**config.mk**
```make
export PLATFORM = sky130hd
export DESIGN_NAME = aob_div
export DESIGN_NICKNAME = d
export VERILOG_FILES = /design/src/rtl/core/aob_pkg.sv /design/src/rtl/core/aob_div.sv
export SDC_FILE = /design/constraint.sdc
export NUM_CORES = 1
export LEC_CHECK = 0
export BUFFER_PORTS_ARGS = -buffer_cell sky130_fd_sc_hd__buf_2
export CORE_ASPECT_RATIO = 1.2
export CORE_MARGIN = 2
export CORE_UTILIZATION = 55
export DETAILED_ROUTE_END_ITERATION = 8
export GPL_TIMING_DRIVEN = 0
export PLACE_DENSITY = 0.87
export SLEW_MARGIN = 20
export SYNTH_ARGS = -nofsm -noshare
export SYNTH_HDL_FRONTEND = slang
export SYNTH_SLANG_ARGS = --single-unit
```
**constraint.sdc**
```tcl
create_clock -name clk -period 4.9 [get_ports clk]
set_input_delay 0.245 -clock clk [delete_from_list [all_inputs] [get_ports clk]]
set_output_delay 0.245 -clock clk [all_outputs]
set_load 0.01 [all_outputs]
```
**src/rtl/core/aob_pkg.sv**
```systemverilog
// shared constants, codes and types for the angular occlusion buffer
package aob_pkg;

	localparam int BUCKET_BITS = 11;
	localparam int NBUCKETS = 1 << BUCKET_BITS;
	localparam int ROW_W = 128;

	localparam logic [1:0] REQ_CLEAR  = 2'd0;
	localparam logic [1:0] REQ_PAINT  = 2'd1;
	localparam logic [1:0] REQ_FINISH = 2'd2;
	localparam logic [1:0] REQ_QUERY  = 2'd3;

	localparam logic [31:0] ONE_FX = 32'h0001_0000;
	localparam logic [31:0] DEPTH_MAX = 32'hFFFF_FFFF;
	localparam logic [31:0] SLOPE_MIN = 32'h8000_0000;
	localparam logic [31:0] SLOPE_MAX = 32'h7FFF_FFFF;

	// row layout: floor depth, floor slope, ceiling depth, ceiling slope
	localparam logic [ROW_W-1:0] CLR_ROW = {DEPTH_MAX, SLOPE_MIN, DEPTH_MAX, SLOPE_MAX};

	typedef enum logic [3:0] {
		ST_CLR,
		ST_IDLE,
		ST_STA,
		ST_WA,
		ST_STB,
		ST_WB,
		ST_RD,
		ST_CHK,
		ST_OUT
	} state_t;

	typedef logic [BUCKET_BITS-1:0] bucket_t;

endpackage

```
**src/rtl/core/aob_div.sv**
```systemverilog
// shared slope divider: (num * 65536) / den, one quotient bit a cycle, saturating
module aob_div import aob_pkg::*; (
	input  logic               clk,
	input  logic               arst_n,
	input  logic               start,
	input  logic signed [33:0] num,
	input  logic [31:0]        den,
	output logic               done,
	output logic [31:0]        quo
);

	logic        run_q;
	logic        fin_q;
	logic        neg_q;
	logic [5:0]  cnt_q;
	logic [31:0] den_q;
	logic [31:0] rem_q;
	logic [49:0] dv_q;
	logic [33:0] mag;
	logic [33:0] trial;

	assign mag = num[33] ? 34'(-num) : 34'(num);
	assign trial = {1'b0, rem_q, dv_q[49]} - {2'b00, den_q};

	// control
	always_ff @(posedge clk or negedge arst_n) begin
		if (!arst_n) begin
			run_q <= 1'b0;
			fin_q <= 1'b0;
			done <= 1'b0;
			cnt_q <= '0;
		end else begin
			done <= start ? ((num == '0) || (den == '0)) : (!run_q && fin_q);
			fin_q <= !start && run_q && (cnt_q == 6'd49);
			if (start) begin
				if (num != '0 && den != '0) begin
					run_q <= 1'b1;
					cnt_q <= '0;
				end
			end else if (run_q) begin
				cnt_q <= cnt_q + 6'd1;
				if (cnt_q == 6'd49) begin
					run_q <= 1'b0;
				end
			end
		end
	end

	// datapath: restoring division, quotient shifts in behind the dividend
	always_ff @(posedge clk) begin
		if (start) begin
			neg_q <= num[33];
			den_q <= den;
			rem_q <= '0;
			dv_q <= {mag, 16'h0000};
			if (num == '0) begin
				quo <= '0;
			end else if (den == '0) begin
				quo <= num[33] ? SLOPE_MIN : SLOPE_MAX;
			end
		end else if (run_q) begin
			if (!trial[33]) begin
				rem_q <= trial[31:0];
				dv_q <= {dv_q[48:0], 1'b1};
			end else begin
				rem_q <= {rem_q[30:0], dv_q[49]};
				dv_q <= {dv_q[48:0], 1'b0};
			end
		end else if (fin_q) begin
			if (dv_q[49:31] != '0) begin
				quo <= neg_q ? SLOPE_MIN : SLOPE_MAX;
			end else begin
				quo <= neg_q ? 32'(-dv_q[31:0]) : dv_q[31:0];
			end
		end
	end

endmodule
```
### Word-level counts from Yosys, hierarchy flattened

Index checks and enable logic that the tools add are counted.

| operators by class | value |
|---|---|
| eq/ne operators | 4 |
| muxes and demuxes | 22 |
| $add $sub $neg | 4 |
| reductions and logical operators | 16 |

Operator list:

| operator | number |
|---|---|
| two-way mux 32 bit | 10 |
| two-way mux 50 bit | 2 |
| zero test 34 bit | 1 |
| two-way mux 34 bit | 1 |
| negator 34 bit | 1 |
| nonzero test 34 bit | 1 |
| subtractor 33 x 32 -> 34 bit | 1 |
| zero test 32 bit | 1 |
| negator 32 bit | 1 |
| nonzero test 32 bit | 1 |
| nonzero test 19 bit | 1 |
| two-way mux 6 bit | 3 |
| adder 6 x 1 -> 6 bit, second input constant | 1 |
| == test 6 bit, second input constant | 1 |
| two-way mux 1 bit | 6 |
| logical AND 1 bit | 4 |
| nonzero test 2 bit | 2 |
| != test 3 x 1 -> 1 bit, second input constant | 1 |
| AND reduction 3 bit | 1 |
| zero test 1 bit | 2 |
| != test 2 x 1 -> 1 bit, second input constant | 1 |
| != test 2 bit, second input constant | 1 |
| AND reduction 2 bit | 1 |
| logical OR 1 bit | 1 |

| storage, ports and cells | value |
|---|---|
| output and inout bits | 33 |
| input bits | 69 |
| bits in registers | 156 |
| word-level logic and storage cells | 56 |

### Logic depth before layout (Yosys ltp)

Gate-level depths: netlist of run 1.

| logic depth | value |
|---|---|
| word-level depth | 6 |
| mapped depth | 13 |
| mapped depth without buffers | 12 |

### Least setup slack after synthesis of run 1

OpenSTA, ideal clock, no wires.

| timing path | value |
|---|---|
| kind | input-to-reg |
| from | input num[1] |
| to | register quo[0] (enable) |
| slack | 1,979 ps |
| data arrival time | 2,530 ps |
| setup time | 392 ps |
| path buffers | 0 |
| cell stages on the path | 9 |
| cell sequence | inv_1 > ha_1 > or4b_4 > nor3_2 > nand3_1 > nor2_1 > nand3_1 > o22ai_1 > a22o_1 |

| between the ends | value |
|---|---|
| cells in the longest elaborated chain, start to end | 3 |

RTL lines:

| what | line | source |
|---|---|---|
| start, declared | aob_div.sv:6 | `input logic signed [33:0] num,` |
| zero test 34 bit | aob_div.sv:56 | `if (num == '0) begin` |
| != test 3 x 1 -> 1 bit (no line) | n/a |  |
| AND reduction 3 bit (no line) | n/a |  |
| end signal, assigned | aob_div.sv:59 | `quo <= num[33] ? SLOPE_MIN : SLOPE_MAX;` |
| end signal, assigned | aob_div.sv:71 | `quo <= neg_q ? SLOPE_MIN : SLOPE_MAX;` |
| end signal, assigned | aob_div.sv:73 | `quo <= neg_q ? 32'(-dv_q[31:0]) : dv_q[31:0];` |
| end, declared | aob_div.sv:9 | `output logic [31:0] quo` |

Every way passes these cells.
A chain may end at the register's enable or synchronous reset.

### Final worst setup path of run 1

| timing path | value |
|---|---|
| from | register den_q[4] |
| to | register rem_q[14] |

| between the ends | value |
|---|---|
| cells in the longest elaborated chain, start to end | 2 |

RTL lines:

| what | line | source |
|---|---|---|
| start, declared | aob_div.sv:16 | `logic [31:0] den_q;` |
| start signal, assigned | aob_div.sv:53 | `den_q <= den;` |
| subtractor 33 x 32 -> 34 bit | aob_div.sv:23 | `assign trial = {1'b0, rem_q, dv_q[49]} - {2'b00, den_q};` |
| two-way mux 32 bit | aob_div.sv:62 | `if (!trial[33]) begin` |
| end signal, assigned | aob_div.sv:63 | `rem_q <= trial[31:0];` |
| end signal, assigned | aob_div.sv:66 | `rem_q <= {rem_q[30:0], dv_q[49]};` |
| end, declared | aob_div.sv:17 | `logic [31:0] rem_q;` |

Every way passes these cells.

==> results.cfg, run 1 <==
[synthesis]
synth_edf_count = 99
syn_area_um2 = 9460
synth_flop_cell = edfxtp_1
synth-seq-cells = 156
syn_area_per_cell_um2 = 9.47
synthDistinctLibCells = 76
synth_warnings = 0
async_flop_share_pct = 5.77
synth_cells = 998
ys_seq_area_share_pct = 44.0
synth.net_count = 1104

[sta]
skew_ns = 0.0133
whs_ns = 0.00173
timing.fmax_mhz = 315
finalCriticalPeriod_ns = 3.17
final.period_utilization_pct = 64.7
slew-limit-headroom_pct = 40.7
tightest_slew_ns = 0.889
finalHoldViolations = 0
setup_viol = 0
layout_setup_ws_ns = 1.73
setup_tns_ns = 0
report.final.slew_viol_count = 0
rsz0062_at_grt = false

[final_layout]
n_antenna_cell = 0
instances_no_fill = 1374
areaGrowthSynthToFinish_pct = 17.1
post-route-util_pct = 65.7
final_nets = 1251
fin_area_um2 = 11100
drive_gt1_share_pct = 15.1
n_fill_cell = 1275

[routing]
dr.pass1.iters = 7
wirelength_mm = 24.2
ant_nets = 0
drt_iter0_drc = 824
vias_per_cell = 6.24
post-route-drc-count = 0
detail_route.wl_per_cell_um = 17.6
num_vias = 8568

[place]
pre_cts_ws_ns = 1.73
gp_congestion = 0.925
place_hpwl_mm = 16.8
placed_area_um2 = 10200
port_buffers = 101
dp.cells = 1315

[floorplanning]
dieHeight_um = 148
die_area_um2 = 18300
core_area_um2 = 16900
die_w_um = 124
ios = 102
row_count = 52
start_util_pct = 56.1

[grt]
first_global_vias = 8301
overflow = 0
track_usage_pct = 27.1
grt_max_degree = 37
grt_pass1_wl_mm = 39.2
antenna_found_initial = 0

[setup_path]
cp_top_family = compound AO/OA/AOI/OAI gates
slowest_delay_ns = 0.42
cp.required_ns = 5.23
worstSetupStartpointType = flip-flop
worstPathCellList = inv_1 > ha_1 > a21oi_1 > nand2_1 > o2111ai_1 > a21oi_1 > o21ai_1 > and2_1 > buf_2 > buf_2 > nand2_1 > a311oi_1
cp.arrival_ns = 3.50
crit_path_end_kind = flip-flop
cp_max_fo = 10
crit_buf_inv = 3
path_class = flip-flop to flip-flop
crit_path_top_delay_cell = o21ai_1

[worst_hold_path]
hold_path_class = input port to flip-flop

[clocking]
numCtsBuffers = 17
h-tree-depth = 4
cts-root-buf = clkbuf_16
clk_latency_ns = 0.44
cts_sinks = 156
clockBufferDepth = 2
cts_tree = built
clk_pin_slew_ns = 0.06

[outcome]
status = finished, final reports clean

[power_and_ir_drop]
powerDensity_nw_per_um2 = 290
p_total_mw = 3.22
power_leakage_nw = 4.47
ir_drop_mv = 0.192

[run]
maxCapViolCount = 0
-- flip-flops by register name (all words and copies together), names as in the netlist --
signal and flops:
rem_q 32, quo 32, neg_q 1, den_q 32, dv_q 50, run_q 1, fin_q 1, done 1
cnt_q 6
-- cells in the final DEF (no fill, tap or decap), drive strengths merged, types with 27 or more instances in the layout --
cell and n:
a22o 35, buf 120, dlygate4sd3 27, nor2 87, ha 36, dfxtp 48, xnor2 56, nand2 97
inv 56, mux2i 27, clkbuf 56, o21ai 97, edfxtp 99, a21oi 50
-- cells by family after synthesis --
| group | Yosys count | share of synthesized area (%) |
|---|---|---|
| xor+xnor | 71 | 6.58 |
| compound gates | 282 | 20.3 |
| fa+ha+maj | 37 | 4.98 |
| simple gates | 323 | 17.0 |
| mux | 27 | 2.86 |
| buf+inv | 102 | 4.26 |
| flops | 156 | 44.0 |
-- synth_stat cells, types with 9 or more instances --
| library cell | instances | area, µm² |
|---|---|---|
| a211oi_1 | 16 | 120 |
| a21o_1 | 10 | 75.1 |
| a21oi_1 | 50 | 250 |
| a22o_1 | 35 | 307 |
| a311oi_1 | 13 | 114 |
| buf_2 | 10 | 50.1 |
| clkbuf_1 | 37 | 139 |
| dfrtp_1 | 9 | 225 |
| dfxtp_1 | 48 | 961 |
| edfxtp_1 | 99 | 2970 |
| ha_1 | 36 | 450 |
| inv_1 | 45 | 169 |
| mux2i_1 | 27 | 270 |
| nand2_1 | 96 | 360 |
| nand2b_1 | 9 | 56.3 |
| nand3_1 | 16 | 80.1 |
| nand4_1 | 10 | 62.6 |
| nor2_1 | 87 | 327 |
| nor3_1 | 23 | 115 |
| nor3b_1 | 11 | 82.6 |
| nor4_1 | 21 | 131 |
| o21ai_0 | 73 | 365 |
| o21ai_1 | 19 | 95.1 |
| o31ai_1 | 11 | 82.6 |
| o41ai_1 | 10 | 87.6 |
| or3_1 | 11 | 68.8 |
| xnor2_1 | 56 | 490 |
| xor2_1 | 15 | 131 |
-- per-layer routing --
layer	part of all wire (%)	track usage, %
met1	38	31.1
met2	51	47.3
met3	7.7	4.94
met4	3.8	14.5
met5	0	0
-- power by group --
group          leakage (nW)  total (mW)  switching [mW]  internal [mW]
Clock                 0.282        1.30           0.595          0.704
Combinational          2.70       0.395           0.223          0.171
Sequential             1.49        1.52          0.0486           1.47
-- repair_timing --
item / in CTS / in global routing
gates resized for setup: 0 / 0
endpoints found under the hold margin: 35 / 0
hold buffers: 27 / 0
buffers inserted: 0 / 0
-- final cells by class --
type,count,area [µm²],area share [%]
flip-flops and latches,156,4160,37.5
multi-input cells,740,4890,44.2
inverters,46,173,1.56
plain buffers,56,230,2.08
clock buffers,19,458,4.13
repair buffers,128,776,7.00
clock inverters,13,116,1.05
well taps,216,270,2.44
-- path summary, 6_finish.rpt --
path	from	endpoint	slack [ns]	depth (start not counted)
worst max register to register	den_q[4]	rem_q[14]	1.73	12
worst min-delay path	den[17]	den_q[17]	0.002	1
max in group asynchronous	arst_n	fin_q	4.51	2
worst max-delay path	den_q[4]	rem_q[14]	1.73	12
worst min register to register	rem_q[3]	rem_q[3]	0.50	2
min in group asynchronous	arst_n	cnt_q[1]	0.19	2
-- worst register-to-register path, stage by stage (launching register included) --
cell and delay (ns):
edfxtp_1 0.32, inv_1 0.05, ha_1 0.34, a21oi_1 0.33, nand2_1 0.12, o2111ai_1 0.32
a21oi_1 0.16, o21ai_1 0.42, and2_1 0.19, buf_2 0.17, buf_2 0.26, nand2_1 0.08
a311oi_1 0.31
Power figures use the tool's default switching activity.
==> run 2: changes to the inputs <==
==> constraint.sdc (replaced) <==
create_clock -name clk -period 3.2 [get_ports clk]
set_input_delay 0.16 -clock clk [delete_from_list [all_inputs] [get_ports clk]]
set_output_delay 0.16 -clock clk [all_outputs]
set_load 0.01 [all_outputs]
==> results.cfg, run 2 (synthesis gave the netlist of run 1 again) <==
[outcome]
status = finished, final reports clean

[routing]
ant_nets = 0
drt_iter0_drc = 953
num_vias = 8637
vias_per_cell = 6.25
post-route-drc-count = 0
wirelength_mm = 24.7
detail_route.wl_per_cell_um = 17.9
dr.pass1.iters = 9

[clocking]
cts_tree = built
numCtsBuffers = 17
clockBufferDepth = 2
cts-root-buf = clkbuf_16
postCtsSetupBuffers = 0
cts_sinks = 156
h-tree-depth = 4
clk_pin_slew_ns = 0.07
clk_latency_ns = 0.44

[power_and_ir_drop]
ir_drop_mv = 0.290
powerDensity_nw_per_um2 = 442
p_total_mw = 4.93
power_leakage_nw = 4.51

[sta]
finalCriticalPeriod_ns = 3.03
final.period_utilization_pct = 94.7
finalHoldViolations = 0
report.final.slew_viol_count = 0
timing.fmax_mhz = 330
setup_viol = 0
tightest_slew_ns = 0.893
slew-limit-headroom_pct = 40.5
skew_ns = 0.0136
setup_tns_ns = 0

[floorplanning]
ios = 102
start_util_pct = 56.1
core_area_um2 = 16900
die_area_um2 = 18300
die_w_um = 124
dieHeight_um = 148
row_count = 52

[final_layout]
final_common_cell = buf_2
drive_gt1_share_pct = 15.3
areaGrowthSynthToFinish_pct = 18.0
largest_reg_flops = 50
final_cell_mix = buf_2, edfxtp_1, nand2_1
n_antenna_cell = 0
final_nets = 1258
max_flop_register = dv_q

[place]
port_buffers = 101
place_hpwl_mm = 16.8
gp_congestion = 0.925

[setup_path]
cp_max_fo = 10
crit_path_end_kind = flip-flop
worstPathCellList = inv_1 > ha_1 > nand2_1 > a211oi_2 > o2111ai_1 > a21oi_1 > o21ai_2 > nand2_2 > buf_2 > nand2_1 > o21ai_0
slowest_delay_ns = 0.35
cp.required_ns = 3.56
path_class = flip-flop to flip-flop
worstSetupStartpointType = flip-flop
cp.arrival_ns = 3.39
crit_path_top_delay_cell = ha_1
cpMostUsedCell = nand2_1

[grt]
grt_pass1_wl_mm = 39.6
grt_max_degree = 37
track_usage_pct = 27.5
antenna_found_initial = 0
first_global_vias = 8345
overflow = 0

[run]
maxCapViolCount = 0

[worst_hold_path]
hold_path_class = input port to flip-flop
[run 2: cell count changes in the layout (fill, tap and decap cells not counted)]
cell,change
a211oi_1,-1
a21oi_1,-1
o21ai_2,+1
o21ai_1,-1
a211oi_2,+1
dlygate4sd3_1,+7
a21oi_2,+1
[run 2: layout make-up]
class / instances / area, µm²
Sequential cell: 156 / 4160
Fill cell: 1261 / 5690
Clock buffer: 19 / 458
Timing Repair Buffer: 135 / 846
Tap cell: 216 / 270
Multi-Input combinational cell: 740 / 4910
Inverter: 46 / 173
Buffer: 56 / 230
Clock inverter: 13 / 116
[run 2: critical path, delay by kind of cell (launching register included)]
kind | cells | cell delay, ns
and+or+nand+nor | 3 | 0.60
buffers and inverters | 2 | 0.38
adders and majority gates | 1 | 0.35
AOI/OAI and AO/OA | 5 | 1.28
DFF | 1 | 0.32
[run 2: metrics by stage]
stage	hold WS [ns]	worst slack, ns	cell area (µm²)	utilization [%]	std cells
4_1_cts	0.0722	0.0997	11100	66.1	1381
3_5_place_dp	0.0336	0.112	10200	60.7	1315
5_1_grt	0.143	-0.0480	11200	66.2	1381
6_report	0.0864	0.170	11200	66.2	1381
3_3_place_gp	0.0341	-0.255	10200	60.7	1315
2_1_floorplan	-0.136	0.364	9460	-	998
[run 2: path summary, 6_finish.rpt]
check	startpoint	end	slack [ns]	depth (start not counted)
max	den_q[4]	rem_q[30]	0.17	11
min	num[0]	dv_q[16]	0.09	3
max reg2reg	den_q[4]	rem_q[30]	0.17	11
min reg2reg	rem_q[3]	rem_q[3]	0.50	2
max in group asynchronous	arst_n	fin_q	2.90	2
min in group asynchronous	arst_n	cnt_q[5]	0.11	2
[run 2: power breakdown]
part	total (mW)	internal [mW]	switching, mW
clock network	1.98	1.08	0.904
logic	0.615	0.268	0.347
registers	2.33	2.26	0.0748
total	4.93	3.60	1.33
[run 2: metal layers]
layer | vias up | global-route usage [%] | routed length [µm] | part of all wire [%]
li1 | 4025 | - | - | -
met1 | 4033 | 31.6 | 9360 | 38
met2 | 469 | 47.7 | 12400 | 50
met3 | 110 | 4.98 | 1790 | 7.3
met4 | 0 | 15.0 | 1120 | 4.5
met5 | - | 0 | 0 | 0
[run 2: repair_timing]
| action | 4_1_cts | 5_1_grt |
|---|---|---|
| endpoints found under the hold margin | 42 | 0 |
| resized for setup | 0 | 3 |
| setup endpoints to repair | 0 | 23 |
| hold buffers | 34 | 0 |
